`config.mk`:
```
export PLATFORM = sky130hd
export DESIGN_NAME = cobs_zpe_zre_decoder_core
export DESIGN_NICKNAME = d
export VERILOG_FILES = /design/src/hdl/cza_pkg.sv /design/src/hdl/cza_fit.sv /design/src/hdl/cza_seq.sv /design/src/hdl/cobs_zpe_zre_decoder_core.sv
export SDC_FILE = /design/constraint.sdc
export NUM_CORES = 1
export LEC_CHECK = 0
export ABC_AREA = 1
export BUFFER_PORTS_ARGS = -buffer_cell sky130_fd_sc_hd__buf_2
export CORE_ASPECT_RATIO = 1.5
export CORE_MARGIN = 2
export CORE_UTILIZATION = 60
export DETAILED_ROUTE_END_ITERATION = 10
export GPL_TIMING_DRIVEN = 0
export PLACE_DENSITY_LB_ADDON = 0.08
export REMOVE_ABC_BUFFERS = 1
export SYNTH_ARGS = -nofsm -noshare
export SYNTH_HDL_FRONTEND = slang
export SYNTH_HIERARCHICAL = 1
export SYNTH_SLANG_ARGS = --single-unit
```
`constraint.sdc`:
```
create_clock -name aclk -period 5.3 [get_ports aclk]
set_clock_uncertainty 0.15 [all_clocks]
set_input_delay 0.795 -clock aclk [delete_from_list [all_inputs] [get_ports aclk]]
set_output_delay 0.795 -clock aclk [all_outputs]
set_load 0.02 [all_outputs]
```
`src/hdl/cza_pkg.sv`:
```
// ----------------------------------------------------------------------------
// cza_pkg: shared types and constants for the COBS ZPE/ZRE decoder
// Event codes, sequencer states, the result record and the code-byte
// constants of the zero-pair and zero-run extended COBS format.
// ----------------------------------------------------------------------------
package cza_pkg;

    localparam int COUNT_BITS_DEF = 13;
    localparam int CAP_W          = 13;
    localparam int BYTE_W         = 8;
    localparam int LEN_W          = 12;
    localparam int ZCNT_W         = 4;

    localparam logic [CAP_W-1:0]  CAP_RESET = 13'd4096;
    localparam logic [LEN_W-1:0]  LEN_MAX   = 12'd4095;

    // code byte boundaries and masks
    localparam logic [BYTE_W-1:0] CODE_FULL    = 8'hD2;
    localparam logic [BYTE_W-1:0] CODE_RUN_LO  = 8'hD3;
    localparam logic [BYTE_W-1:0] CODE_RUN_HI  = 8'hDF;
    localparam logic [BYTE_W-1:0] CODE_PAIR_LO = 8'hE0;
    localparam logic [BYTE_W-1:0] MASK_RUN     = 8'h0F;
    localparam logic [BYTE_W-1:0] MASK_PAIR    = 8'h1F;
    localparam logic [BYTE_W-1:0] DELIM        = 8'h00;

    typedef enum logic [2:0] {
        EVT_BYTE    = 3'd0,
        EVT_GOOD    = 3'd1,
        EVT_EMPTY   = 3'd2,
        EVT_BROKEN  = 3'd3,
        EVT_OVERRUN = 3'd4
    } evt_t;

    typedef enum logic [2:0] {
        ST_IDLE,
        ST_CHK,
        ST_DECODE,
        ST_ZFIT,
        ST_ZERO,
        ST_FIN
    } seq_st_t;

    typedef struct packed {
        evt_t              kind;
        logic [BYTE_W-1:0] data;
        logic [LEN_W-1:0]  len;
        logic              last;
    } res_t;

endpackage

```
`src/hdl/cza_fit.sv`:
```
// ----------------------------------------------------------------------------
// cza_fit: frame capacity check unit
// Shared add-and-compare: tells whether the frame count plus the bytes
// about to be added stays below the clamped frame capacity.
// ----------------------------------------------------------------------------
module cza_fit #(
    parameter int COUNT_BITS = cza_pkg::COUNT_BITS_DEF
) (
    input  logic [COUNT_BITS-1:0]      count,
    input  logic [cza_pkg::ZCNT_W-1:0] added,
    input  logic [cza_pkg::CAP_W-1:0]  cap,
    output logic                       fits
);
    import cza_pkg::*;

    localparam int CMP_W = ((COUNT_BITS > CAP_W) ? COUNT_BITS : CAP_W) + 1;
    localparam logic [CMP_W-1:0] LIMIT = CMP_W'(1) << COUNT_BITS;

    logic [CMP_W-1:0] cap_ext;
    logic [CMP_W-1:0] cap_eff;
    logic [CMP_W-1:0] sum;

    always_comb begin
        cap_ext = CMP_W'(cap);
        cap_eff = (cap_ext < LIMIT) ? cap_ext : LIMIT;
        sum     = CMP_W'(count) + CMP_W'(added);
        fits    = (sum < cap_eff);
    end

endmodule

```
`src/hdl/cza_seq.sv`:
```
// ----------------------------------------------------------------------------
// cza_seq: decode sequencer
// Walks one received byte through capacity check, decode, zero fill and
// finish, one result per cycle while the output is not stalled, holding the
// newest result so the last one can be marked.
// ----------------------------------------------------------------------------
module cza_seq #(
    parameter int COUNT_BITS = cza_pkg::COUNT_BITS_DEF
) (
    input  logic                       aclk,
    input  logic                       aresetn,
    input  logic                       in_valid,
    output logic                       in_ready,
    input  logic [cza_pkg::BYTE_W-1:0] in_byte,
    output logic [COUNT_BITS-1:0]      fit_count,
    output logic [cza_pkg::ZCNT_W-1:0] fit_added,
    input  logic                       fit_ok,
    output logic                       push_valid,
    input  logic                       push_ready,
    output cza_pkg::res_t              push_res
);
    import cza_pkg::*;

    localparam int LW = (COUNT_BITS > LEN_W) ? COUNT_BITS : LEN_W;

    seq_st_t             st_reg, st_next;
    logic                phase_reg, phase_next;
    logic [BYTE_W-1:0]   data_left_reg, data_left_next;
    logic [ZCNT_W-1:0]   zeros_left_reg, zeros_left_next;
    logic [COUNT_BITS-1:0] count_reg, count_next;
    logic                held_valid_reg, held_valid_next;
    logic [BYTE_W-1:0]   held_byte_reg, held_byte_next;
    logic [BYTE_W-1:0]   byte_reg, byte_next;
    logic                pend_valid_reg, pend_valid_next;
    res_t                pend_reg, pend_next;

    logic                want_emit;
    logic                stall;
    res_t                new_res;
    logic [ZCNT_W-1:0]   code_zeros;
    logic [BYTE_W-1:0]   code_data;
    logic [LW-1:0]       len_ext;
    logic [LEN_W-1:0]    len_sat;

    always_ff @(posedge aclk) begin
        if (!aresetn) begin
            st_reg         <= ST_IDLE;
            phase_reg      <= 1'b0;
            data_left_reg  <= '0;
            zeros_left_reg <= '0;
            count_reg      <= '0;
            held_valid_reg <= 1'b0;
            held_byte_reg  <= '0;
            pend_valid_reg <= 1'b0;
        end else begin
            st_reg         <= st_next;
            phase_reg      <= phase_next;
            data_left_reg  <= data_left_next;
            zeros_left_reg <= zeros_left_next;
            count_reg      <= count_next;
            held_valid_reg <= held_valid_next;
            held_byte_reg  <= held_byte_next;
            pend_valid_reg <= pend_valid_next;
        end
    end

    always_ff @(posedge aclk) begin
        byte_reg <= byte_next;
        pend_reg <= pend_next;
    end

    // code byte decode
    always_comb begin
        if (byte_reg == CODE_FULL) begin
            code_zeros = '0;
            code_data  = byte_reg - 8'd1;
        end else if (byte_reg >= CODE_RUN_LO && byte_reg <= CODE_RUN_HI) begin
            code_zeros = ZCNT_W'(byte_reg & MASK_RUN);
            code_data  = '0;
        end else if (byte_reg >= CODE_PAIR_LO) begin
            code_zeros = ZCNT_W'(2);
            code_data  = byte_reg & MASK_PAIR;
        end else begin
            code_zeros = ZCNT_W'(1);
            code_data  = byte_reg - 8'd1;
        end
    end

    // good frame length: count minus the phantom byte, saturated
    always_comb begin
        len_ext = LW'(count_reg) - LW'(1);
        len_sat = (len_ext > LW'(LEN_MAX)) ? LEN_MAX : len_ext[LEN_W-1:0];
    end

    assign in_ready  = (st_reg == ST_IDLE);
    assign fit_count = count_reg;
    assign fit_added = (st_reg == ST_ZFIT) ? zeros_left_reg : ZCNT_W'(1);
    assign stall     = pend_valid_reg && !push_ready;

    always_comb begin
        st_next         = st_reg;
        phase_next      = phase_reg;
        data_left_next  = data_left_reg;
        zeros_left_next = zeros_left_reg;
        count_next      = count_reg;
        held_valid_next = held_valid_reg;
        held_byte_next  = held_byte_reg;
        byte_next       = byte_reg;
        pend_valid_next = pend_valid_reg;
        pend_next       = pend_reg;
        want_emit       = 1'b0;
        new_res         = '{kind: EVT_BYTE, data: '0, len: '0, last: 1'b0};
        push_valid      = 1'b0;
        push_res        = pend_reg;
        push_res.last   = 1'b0;

        case (st_reg)
            ST_IDLE: begin
                if (in_valid) begin
                    byte_next = in_byte;
                    st_next   = ST_CHK;
                end
            end
            ST_CHK: begin
                if (!fit_ok) begin
                    want_emit    = 1'b1;
                    new_res.kind = EVT_OVERRUN;
                    if (!stall) begin
                        count_next      = '0;
                        held_valid_next = 1'b0;
                        held_byte_next  = '0;
                        phase_next      = 1'b0;
                        st_next         = ST_DECODE;
                    end
                end else begin
                    st_next = ST_DECODE;
                end
            end
            ST_DECODE: begin
                if (byte_reg != DELIM && !phase_reg) begin
                    phase_next      = 1'b1;
                    zeros_left_next = code_zeros;
                    data_left_next  = code_data;
                    st_next         = (code_data == '0) ? ST_ZFIT : ST_FIN;
                end else if (byte_reg != DELIM) begin
                    want_emit    = held_valid_reg;
                    new_res.data = held_byte_reg;
                    if (!(want_emit && stall)) begin
                        data_left_next  = data_left_reg - 8'd1;
                        held_byte_next  = byte_reg;
                        held_valid_next = 1'b1;
                        count_next      = count_reg + COUNT_BITS'(1);
                        st_next = (data_left_reg == 8'd1) ? ST_ZFIT : ST_FIN;
                    end
                end else begin
                    want_emit = 1'b1;
                    if (phase_reg) begin
                        new_res.kind = EVT_BROKEN;
                    end else if (count_reg != '0) begin
                        new_res.kind = EVT_GOOD;
                        new_res.len  = len_sat;
                    end else begin
                        new_res.kind = EVT_EMPTY;
                    end
                    if (!stall) begin
                        count_next      = '0;
                        held_valid_next = 1'b0;
                        held_byte_next  = '0;
                        phase_next      = 1'b0;
                        st_next         = ST_FIN;
                    end
                end
            end
            ST_ZFIT: begin
                if (fit_ok) begin
                    if (zeros_left_reg == '0) begin
                        phase_next = 1'b0;
                        st_next    = ST_FIN;
                    end else begin
                        st_next = ST_ZERO;
                    end
                end else begin
                    want_emit    = 1'b1;
                    new_res.kind = EVT_OVERRUN;
                    if (!stall) begin
                        count_next      = '0;
                        held_valid_next = 1'b0;
                        held_byte_next  = '0;
                        phase_next      = 1'b0;
                        st_next         = ST_FIN;
                    end
                end
            end
            ST_ZERO: begin
                want_emit    = held_valid_reg;
                new_res.data = held_byte_reg;
                if (!(want_emit && stall)) begin
                    held_byte_next  = '0;
                    held_valid_next = 1'b1;
                    count_next      = count_reg + COUNT_BITS'(1);
                    zeros_left_next = zeros_left_reg - ZCNT_W'(1);
                    if (zeros_left_reg == ZCNT_W'(1)) begin
                        phase_next = 1'b0;
                        st_next    = ST_FIN;
                    end
                end
            end
            ST_FIN: begin
                // flush the held-back result, marked as the last one
                if (pend_valid_reg) begin
                    push_valid    = 1'b1;
                    push_res.last = 1'b1;
                    if (push_ready) begin
                        pend_valid_next = 1'b0;
                        st_next         = ST_IDLE;
                    end
                end else begin
                    st_next = ST_IDLE;
                end
            end
            default: begin
                st_next = ST_IDLE;
            end
        endcase

        // a new result pushes the previous one out and takes its place
        if (want_emit) begin
            push_valid = pend_valid_reg;
            if (!stall) begin
                pend_next       = new_res;
                pend_valid_next = 1'b1;
            end
        end
    end

endmodule

```
`src/hdl/cobs_zpe_zre_decoder_core.sv`:
```
// ----------------------------------------------------------------------------
// cobs_zpe_zre_decoder_core: COBS decoder with zero-pair and zero-run codes
// Takes one encoded byte per transfer and streams out decoded bytes and
// frame events (good frame with length, empty, broken, overrun).
// ----------------------------------------------------------------------------
//
//  Channel   Direction  Handshake            Payload
//  s_        in         s_valid / s_ready    s_in_byte
//  m_        out        m_valid / m_ready    m_event_kind, m_out_byte,
//                                            m_frame_length, m_last
//  cfg_      in         cfg_valid/cfg_ready  cfg_data (frame capacity)
//
//  One byte passes from its transfer to the next s_ready through check,
//  decode, finish and idle, plus a zero fill check when the data of a
//  block runs out and one zero state per implicit zero (up to 15). The
//  sequencer in cza_seq steps through these states and uses the shared
//  capacity check unit. Each decoded byte is released one byte late, so
//  the phantom zero at a good frame end is dropped. Reset is synchronous
//  and active low; the capacity resets to 4096. A stall on m_ready holds
//  the sequencer in place once two results are waiting.
//
module cobs_zpe_zre_decoder_core #(
    parameter int COUNT_BITS = cza_pkg::COUNT_BITS_DEF
) (
    input  logic                       aclk,
    input  logic                       aresetn,
    input  logic                       s_valid,
    output logic                       s_ready,
    input  logic [cza_pkg::BYTE_W-1:0] s_in_byte,
    output logic                       m_valid,
    input  logic                       m_ready,
    output logic [2:0]                 m_event_kind,
    output logic [cza_pkg::BYTE_W-1:0] m_out_byte,
    output logic [cza_pkg::LEN_W-1:0]  m_frame_length,
    output logic                       m_last,
    input  logic                       cfg_valid,
    output logic                       cfg_ready,
    input  logic [cza_pkg::CAP_W-1:0]  cfg_data
);
    import cza_pkg::*;

    logic [CAP_W-1:0]      cap_reg, cap_next;
    logic                  m_valid_reg, m_valid_next;
    res_t                  m_res_reg, m_res_next;

    logic [COUNT_BITS-1:0] fit_count;
    logic [ZCNT_W-1:0]     fit_added;
    logic                  fit_ok;
    logic                  push_valid;
    logic                  push_ready;
    res_t                  push_res;

    // capacity register: writes land only while the block is idle
    assign cfg_ready = s_ready;

    always_comb begin
        cap_next = cap_reg;
        if (cfg_valid && cfg_ready) begin
            cap_next = cfg_data;
        end
    end

    // output register: take a new result when empty or being drained
    assign push_ready = !m_valid_reg || m_ready;

    always_comb begin
        m_valid_next = m_valid_reg;
        m_res_next   = m_res_reg;
        if (push_ready) begin
            m_valid_next = push_valid;
            if (push_valid) begin
                m_res_next = push_res;
            end
        end
    end

    always_ff @(posedge aclk) begin
        if (!aresetn) begin
            cap_reg     <= CAP_RESET;
            m_valid_reg <= 1'b0;
        end else begin
            cap_reg     <= cap_next;
            m_valid_reg <= m_valid_next;
        end
    end

    always_ff @(posedge aclk) begin
        m_res_reg <= m_res_next;
    end

    assign m_valid        = m_valid_reg;
    assign m_event_kind   = m_res_reg.kind;
    assign m_out_byte     = m_res_reg.data;
    assign m_frame_length = m_res_reg.len;
    assign m_last         = m_res_reg.last;

    cza_fit #(
        .COUNT_BITS (COUNT_BITS)
    ) u_fit (
        .count (fit_count),
        .added (fit_added),
        .cap   (cap_reg),
        .fits  (fit_ok)
    );

    cza_seq #(
        .COUNT_BITS (COUNT_BITS)
    ) u_seq (
        .aclk       (aclk),
        .aresetn    (aresetn),
        .in_valid   (s_valid),
        .in_ready   (s_ready),
        .in_byte    (s_in_byte),
        .fit_count  (fit_count),
        .fit_added  (fit_added),
        .fit_ok     (fit_ok),
        .push_valid (push_valid),
        .push_ready (push_ready),
        .push_res   (push_res)
    );

endmodule

```
==> impl_metrics.env, run 1 <==
export IMPL_outcome="finished clean"
export IMPL_ys_flop_type="edfxtp_1"
export IMPL_yosysUniqueCellTypes=46
export IMPL_firstDrtPassIters=5
export IMPL_vias_per_cell=5.54
export IMPL_cts_max_path_buffers=2
export IMPL_critical_path_class="reg -> reg"
export IMPL_dpl_worst_slack_ns=0.516
export IMPL_synthArstFlopShare_pct=0
export IMPL_fillers=864
export IMPL_post_route_drc_count=0
export IMPL_critical_path_slowest_cell="dfxtp_1"
export IMPL_drt_initial_drc_count=194
export IMPL_syn_area_sq_um=6280
export IMPL_synth_top_cell_by_area="edfxtp_1"
export IMPL_synth_top_area_share_pct=26.3
export IMPL_stdcell_count=963
export IMPL_pin_count=53
export IMPL_core_sq_um=10100
export IMPL_fin_crit_ns=4.81
export IMPL_arrival_ns=4.73
export IMPL_place_inst=947
export IMPL_cts_hold_buf=0
export IMPL_post_cts_setup_buffers=0
export IMPL_die_w_um=87.5
export IMPL_layout_drive_gt1_share_pct=14.5
export IMPL_gp_congestion=0.910
export IMPL_crit_required_ns=5.21
export IMPL_met2_length_um=7800
export IMPL_largest_register_ffs=23
export IMPL_finalWirelength_um=14000
export IMPL_netlist_top_cells_area="edfxtp_1 26%, dfxtp_1 17%, nand2_1 9.4%"
export IMPL_met1Wirelength_um=5390
export IMPL_htree_levels=3
export IMPL_power_density_nw_per_um2=379
export IMPL_critPathMaxFanout=15
export IMPL_fin_nets=895
export IMPL_hp_class="reg -> reg"
export IMPL_setup_tns_final_ns=0
export IMPL_initial_core_util_pct=62.0
export IMPL_num_vias=5333
export IMPL_leakage_nw=3.11
export IMPL_path_cells="inv_4 > nand3_2 > inv_1 > nand2_1 > ha_1 > inv_1 > fa_1 > o21ai_2 > nand3_2 > nand2_1 > inv_1 > ha_1 > nand2_1 > o21ai_0 > nand4_1 > nand2_1 > nor2_1 > nor2_1 > a221oi_1 > a21oi_1 > inv_1 > a21oi_2 > buf_8"
export IMPL_synth_cells=795
export IMPL_cpPeakStageDelay_ns=0.57
export IMPL_synth_seq_cells=108
export IMPL_grt_pass1_vias=5283
export IMPL_cap_violations=0
export IMPL_grt_overflow_total=0
export IMPL_crit_family="compound AO/OA/AOI/OAI gates"
export IMPL_cts_buffers=9
export IMPL_placement_io_buffers=52
export IMPL_multi_input_area_sq_um=2910
export IMPL_worst_path_buf_inv=6
export IMPL_slew_viol_final=0
export IMPL_clk_latency_ns=0.35
export IMPL_syn_avg_cell_area_sq_um=7.90
export IMPL_layout_setup_ws_ns=0.488
export IMPL_diodes=0
export IMPL_period_share_pct=90.8
export IMPL_cts_resized=0
export IMPL_cts_sinks=108
export IMPL_cp_start_kind="flop"
export IMPL_grt_usage_pct=25.6
export IMPL_ys_warn_count=6
export IMPL_num_rows=45
export IMPL_routedWlPerCell_um=14.6
export IMPL_clock_root_buffer="clkbuf_16"
export IMPL_layout_commonest_cell="nand2_1"
export IMPL_wl_met3_um=448
export IMPL_ff_latch_area_sq_um=2710
export IMPL_die_area_sq_um=11300
export IMPL_ant_nets=0
export IMPL_layout_common_cells="157 x nand2_1, 128 x inv_1, 83 x nor2_1"
export IMPL_tightest_slew_ns=1.21
export IMPL_hold_violations=0
export IMPL_grt_pass1_wl_um=22800
export IMPL_holdWs_ns=0.273
export IMPL_setup_viol=0
export IMPL_end_kind="flop"
export IMPL_hpwl_um=10500
export IMPL_finalInstanceArea_sq_um=6930
export IMPL_antenna_found_initial=0
export IMPL_fmax_ghz=0.208
export IMPL_ir_drop_uv=257
export IMPL_cts_tree="built"
export IMPL_grt_max_degree=34
export IMPL_top_layer="met4"
export IMPL_syn_to_final_growth_pct=10.4
export IMPL_synth_edf_count=55
export IMPL_yosysSeqAreaShare_pct=43.2
export IMPL_postPlaceCellArea_sq_um=6610
export IMPL_fp_dieH_um=129
export IMPL_path_clk_slew_ns=0.08
export IMPL_rsz0062_at_grt="false"
export IMPL_relSlewSlack_pct=19.3
[area by class of cell]
| class | instances | area share, % |
|---|---|---|
| inverters | 147 | 8.00 |
| repair buffers | 54 | 4.19 |
| clock inverters | 6 | 1.01 |
| clock buffers | 10 | 3.61 |
| multi-input cells | 521 | 41.9 |
| well taps | 117 | 2.11 |
| flip-flops and latches | 108 | 39.1 |
[routing by layer]
metal / up-vias / GRT usage [%]
li1: 2697 / -
met1: 2498 / 26.5
met2: 111 / 48.3
met3: 27 / 4.33
met4: 0 / 12.9
met5: - / 0
[cell families (layout without fill, tap and decap cells)]
group	count (synthesis)	after routing	share of synthesized area, %
AND/OR/NAND/NOR	345	345	25.5
buffers and inverters	166	217	10.6
AO/OA/AOI/OAI	123	123	11.5
flip-flops	108	108	43.2
adder cells (fa/ha/maj)	28	28	5.70
XOR/XNOR	25	25	3.49
[per-stage QoR]
step | power (W) | utilization (%)
6_report | 0.00263 | 68.4
3_3_place_gp | 0.00190 | 64.9
3_5_place_dp | 0.00193 | 65.2
2_1_floorplan | 0.00171 | -
4_1_cts | 0.00264 | 68.4
5_1_grt | 0.00280 | 68.4
[worst paths after layout]
kind                                   startpoint           endpoint  slack [ns]  depth (start not counted)
worst max register to register    u_seq/st_reg[2]  m_frame_length[1]        0.49                         23
worst min-delay path            u_seq/push_res[7]  m_frame_length[6]        0.27                          0
worst max-delay path              u_seq/st_reg[2]  m_frame_length[1]        0.49                         23
worst min register to register  u_seq/push_res[7]  m_frame_length[6]        0.27                          0
[synthesized netlist by cell type (7+ instances only)]
master	number
a211oi_1	7
ha_1	27
nand4_1	17
nor2_1	84
nor4_1	7
a21oi_1	55
o21ai_0	22
nor3_1	13
nand3_1	36
dfxtp_1	53
o21ai_1	7
edfxtp_1	55
xor2_1	20
inv_1	128
nand2_2	8
nand2_1	157
inv_2	18
[report_power, final]
| group | switching, W | internal, W |
|---|---|---|
| Sequential | 0.0000946 | 0.000968 |
| Clock | 0.000336 | 0.000364 |
| Combinational | 0.000585 | 0.000278 |
No activity file was read; power rests on OpenSTA's default activity.
==> run 2: changes to the inputs <==
==> constraint.sdc (replaced) <==
create_clock -name aclk -period 4.6 [get_ports aclk]
set_clock_uncertainty 0.15 [all_clocks]
set_input_delay 0.69 -clock aclk [delete_from_list [all_inputs] [get_ports aclk]]
set_output_delay 0.69 -clock aclk [all_outputs]
set_load 0.02 [all_outputs]
==> impl_metrics.env, run 2 (same netlist as run 1, synthesis figures left out) <==
export IMPL_outcome="finished clean"
export IMPL_layout_commonest_cell="nand2_1"
export IMPL_core_sq_um=10100
export IMPL_routedWlPerCell_um=14.6
export IMPL_fp_dieH_um=129
export IMPL_r2r_end="m_frame_length[1]"
export IMPL_crit_required_ns=4.51
export IMPL_grt_pass1_wl_um=22800
export IMPL_num_vias=5401
export IMPL_setup_viol=0
export IMPL_crit_family="simple AND/OR/NAND/NOR gates"
export IMPL_htree_levels=3
export IMPL_syn_to_final_growth_pct=11.3
export IMPL_firstDrtPassIters=5
export IMPL_ant_nets=0
export IMPL_hp_start="u_seq/push_res[7]"
export IMPL_diodes=0
export IMPL_slew_viol_final=0
export IMPL_num_rows=45
export IMPL_cap_violations=0
export IMPL_r2r_worst_path_cells=23
export IMPL_vias_per_cell=5.60
export IMPL_grt_pass1_vias=5298
export IMPL_path_depth=23
export IMPL_relSlewSlack_pct=18.6
export IMPL_tightest_slew_ns=1.22
export IMPL_cp_start_kind="flop"
export IMPL_pin_count=53
export IMPL_critical_path_slowest_cell="fa_1"
export IMPL_place_inst=947
export IMPL_layout_common_cells="157 x nand2_1, 128 x inv_1, 82 x nor2_1"
export IMPL_leakage_nw=3.13
export IMPL_clock_root_buffer="clkbuf_16"
export IMPL_r2r_start="u_seq/st_reg[2]"
export IMPL_cts_hold_buf=0
export IMPL_stdcell_count=964
export IMPL_worst_path_buf_inv=6
export IMPL_arrival_ns=4.18
export IMPL_cts_buffers=9
export IMPL_end_kind="flop"
export IMPL_fin_nets=896
export IMPL_clk_latency_ns=0.35
export IMPL_hold_end="m_frame_length[6]"
export IMPL_initial_core_util_pct=62.0
export IMPL_path_common_cell="inv_1"
export IMPL_path_cells="inv_4 > nand3_2 > inv_1 > nand2_1 > ha_1 > inv_1 > fa_1 > o21ai_4 > nand3_2 > o21ai_1 > nand2_1 > ha_1 > nand2_1 > inv_1 > nand4_1 > nor2_1 > nor2_4 > nor2_1 > a221oi_2 > a21oi_1 > inv_1 > a21oi_4 > buf_8"
export IMPL_finalInstanceArea_sq_um=6990
export IMPL_cts_tree="built"
export IMPL_hp_class="reg -> reg"
export IMPL_placement_io_buffers=52
export IMPL_fin_crit_ns=4.27
export IMPL_hold_depth=0
export IMPL_fmax_ghz=0.234
export IMPL_die_w_um=87.5
export IMPL_hold_violations=0
export IMPL_period_share_pct=92.8
export IMPL_antenna_found_initial=0
export IMPL_drt_initial_drc_count=232
export IMPL_critPathMaxFanout=15
export IMPL_holdWs_ns=0.273
export IMPL_grt_overflow_total=0
export IMPL_largest_register_ffs=23
export IMPL_rsz0062_at_grt="false"
export IMPL_regToRegSetupSlack_ns=0.33
export IMPL_gp_congestion=0.910
export IMPL_cts_max_path_buffers=2
export IMPL_finalWirelength_um=14000
export IMPL_layout_drive_gt1_share_pct=15.0
export IMPL_grt_usage_pct=25.6
export IMPL_critical_path_class="reg -> reg"
export IMPL_cts_sinks=108
export IMPL_postPlaceCellArea_sq_um=6610
export IMPL_post_route_drc_count=0
export IMPL_power_density_nw_per_um2=434
export IMPL_grt_max_degree=34
export IMPL_ir_drop_uv=296
export IMPL_path_clk_slew_ns=0.08
export IMPL_die_area_sq_um=11300
export IMPL_cpPeakStageDelay_ns=0.45
export IMPL_hpwl_um=10500
-- run 2: cell type report --
type,instances,area (sq um)
sequential,108,2720
tap,117,146
clock buffer,10,250
clock inverter,6,70.1
multi-input combinational,521,2940
inverter,147,554
timing repair buffer,55,310
fill,854,3150
-- run 2: metrics by stage --
step / util (%) / TNS, ns / setup slack (ns) / power, W
after CTS: 68.5 / 0 / 0.0783 / 0.00304
after global placement: 64.9 / -38.62 / -1.03 / 0.00219
final: 68.9 / 0 / 0.330 / 0.00303
after global routing: 68.9 / 0 / 0.00431 / 0.00323
after floorplan: - / -3.71 / -0.154 / 0.00197
after detailed placement: 65.2 / -2.78 / -0.184 / 0.00223
-- run 2: worst max-delay path by stage --
stage	startpoint	to	slack, ns
floorplan	u_seq/st_reg[2]	m_event_kind[0]	-0.15
global placement	u_seq/st_reg[2]	m_frame_length[11]	-1.03
detailed placement	u_seq/st_reg[2]	m_out_byte[2]	-0.18
CTS	u_seq/st_reg[2]	m_out_byte[4]	0.08
global route	u_seq/st_reg[2]	m_out_byte[4]	0.004
finish	u_seq/st_reg[2]	m_frame_length[1]	0.33
-- run 2: power breakdown --
| group | total (W) | internal (W) | switching, W | leakage, nW |
|---|---|---|---|---|
| combinational | 0.000998 | 0.000322 | 0.000676 | 2.03 |
| sequential | 0.00123 | 0.00112 | 0.000109 | 0.944 |
| clock | 0.000806 | 0.000420 | 0.000386 | 0.157 |
-- run 2: per-layer routing --
| layer | share of wire (%) | global-route usage [%] | up-vias |
|---|---|---|---|
| met5 | 0 | 0 | - |
| met4 | 3.0 | 13.1 | 0 |
| met3 | 4.3 | 4.39 | 36 |
| met2 | 55 | 48.1 | 152 |
| met1 | 38 | 26.4 | 2512 |
| li1 | - | - | 2701 |
-- run 2: repair_timing --
item | 4_1_cts | 5_1_grt
buffers inserted | 0 | 1
resized for setup | 2 | 6
setup endpoints to repair | 24 | 62
==> run 3: changes to the inputs <==
--- a/config.mk
+++ b/config.mk
@@ -9,7 +9,7 @@
 export BUFFER_PORTS_ARGS = -buffer_cell sky130_fd_sc_hd__buf_2
 export CORE_ASPECT_RATIO = 1.5
 export CORE_MARGIN = 2
-export CORE_UTILIZATION = 60
+export CORE_UTILIZATION = 43
 export DETAILED_ROUTE_END_ITERATION = 10
 export GPL_TIMING_DRIVEN = 0
 export PLACE_DENSITY_LB_ADDON = 0.08
==> impl_metrics.env, run 3 (same netlist as run 1, synthesis figures left out) <==
export IMPL_fin_crit_ns=4.36
export IMPL_dpl_worst_slack_ns=-0.241
export IMPL_period_share_pct=94.7
export IMPL_diodes=0
export IMPL_cts_tree="built"
export IMPL_postPlaceCellArea_sq_um=6710
export IMPL_fin_nets=896
export IMPL_layout_common_cells="157 x nand2_1, 128 x inv_1, 82 x nor2_1"
export IMPL_routedWlPerCell_um=13.8
export IMPL_grt_pass1_vias=5036
export IMPL_layout_commonest_cell="nand2_1"
export IMPL_relSlewSlack_pct=22.2
export IMPL_power_density_nw_per_um2=424
export IMPL_hp_class="reg -> reg"
export IMPL_setup_viol=0
export IMPL_placement_io_buffers=52
export IMPL_critical_path_class="reg -> reg"
export IMPL_grt_pass1_wl_um=23400
export IMPL_drt_initial_drc_count=200
export IMPL_gp_congestion=0.858
export IMPL_syn_to_final_growth_pct=12.3
export IMPL_firstDrtPassIters=6
export IMPL_end_kind="flop"
export IMPL_finalWirelength_um=14400
export IMPL_die_area_sq_um=15600
export IMPL_grt_usage_pct=19.1
export IMPL_arrival_ns=4.33
export IMPL_post_route_drc_count=0
export IMPL_die_w_um=103
export IMPL_cts_max_path_buffers=2
export IMPL_layout_setup_ws_ns=0.244
export IMPL_cap_violations=0
export IMPL_tightest_slew_ns=1.17
export IMPL_num_vias=5255
export IMPL_pin_count=53
export IMPL_leakage_nw=3.11
export IMPL_finalInstanceArea_sq_um=7050
export IMPL_ant_nets=0
export IMPL_hold_violations=0
export IMPL_outcome="finished clean"
export IMPL_crit_required_ns=4.58
export IMPL_vias_per_cell=5.04
export IMPL_antenna_found_initial=0
export IMPL_grt_max_degree=34
export IMPL_critPathMaxFanout=9
export IMPL_hpwl_um=11000
export IMPL_path_clk_slew_ns=0.08
export IMPL_htree_levels=3
export IMPL_layout_drive_gt1_share_pct=15.0
export IMPL_cts_hold_buf=0
export IMPL_cts_buffers=9
export IMPL_largest_register_ffs=23
export IMPL_fmax_ghz=0.230
export IMPL_fp_dieH_um=152
export IMPL_core_sq_um=14400
export IMPL_cp_start_kind="flop"
export IMPL_setup_tns_final_ns=0
export IMPL_clock_root_buffer="clkbuf_16"
export IMPL_clk_latency_ns=0.36
export IMPL_cts_sinks=108
export IMPL_grt_overflow_total=0
export IMPL_num_rows=54
export IMPL_slew_viol_final=0
export IMPL_initial_core_util_pct=43.6
export IMPL_ir_drop_uv=200
[run 3: final timing paths]
path                          start                 to  slack (ns)  depth (start not counted)
setup / recovery    u_seq/st_reg[2]      m_out_byte[6]        0.24                         22
setup reg to reg    u_seq/st_reg[2]      m_out_byte[6]        0.24                         22
hold reg to reg   u_seq/push_res[8]  m_frame_length[7]        0.26                          0
hold / removal    u_seq/push_res[8]  m_frame_length[7]        0.26                          0
[run 3: per-layer routing]
layer	track usage (%)	share of wire, %	up-vias
li1	-	-	2703
met1	20.7	40	2451
met2	35.7	55	78
met3	3.27	2.4	23
met4	7.11	2.3	0
met5	0	0	-
[run 3: repair_timing]
action | 4_1_cts | 5_1_grt
buffers inserted | 0 | 1
endpoints found under the setup margin | 41 | 32
gates resized for setup | 5 | 1
[run 3: power breakdown]
group	switching, W	internal [W]	total (W)
clock	0.000390	0.000386	0.000776
combinational	0.000670	0.000320	0.000990
sequential	0.000110	0.00112	0.00123
[run 3: area by class of cell]
cell class / count / area [sq um]
clock buffer: 9 / 225
clock inverter: 7 / 77.6
fill: 1425 / 7340
inverter: 147 / 554
multi-input combinational: 521 / 2930
sequential: 108 / 2710
tap: 196 / 245
timing repair buffer: 55 / 298
[run 3: through the flow]
stage,hold WS [ns],utilization [%],cells,power (W)
after detailed placement,0.256,46.6,1026,0.00223
after CTS,0.268,48.9,1042,0.00302
final,0.265,49.0,1043,0.00299
after global placement,0.250,46.4,1024,0.00221
after floorplan,0.250,-,776,0.00197
after global routing,0.278,49.0,1043,0.00321
[run 3: worst max-delay path: stages, from the launching register on]
cell and delay [ns]:
dfxtp_2 0.44, inv_4 0.09, nand3_2 0.13, inv_1 0.12, nand2_1 0.09, ha_1 0.19, inv_1 0.07, fa_1 0.46
o21ai_4 0.26, xor2_1 0.17, inv_1 0.06, ha_1 0.26, nand2_1 0.07, o21ai_0 0.09, a21oi_1 0.14, nor2_1 0.07
nor2_2 0.25, nor2_1 0.16, a221oi_2 0.35, a21oi_1 0.13, inv_1 0.14, a21oi_4 0.05, buf_4 0.17
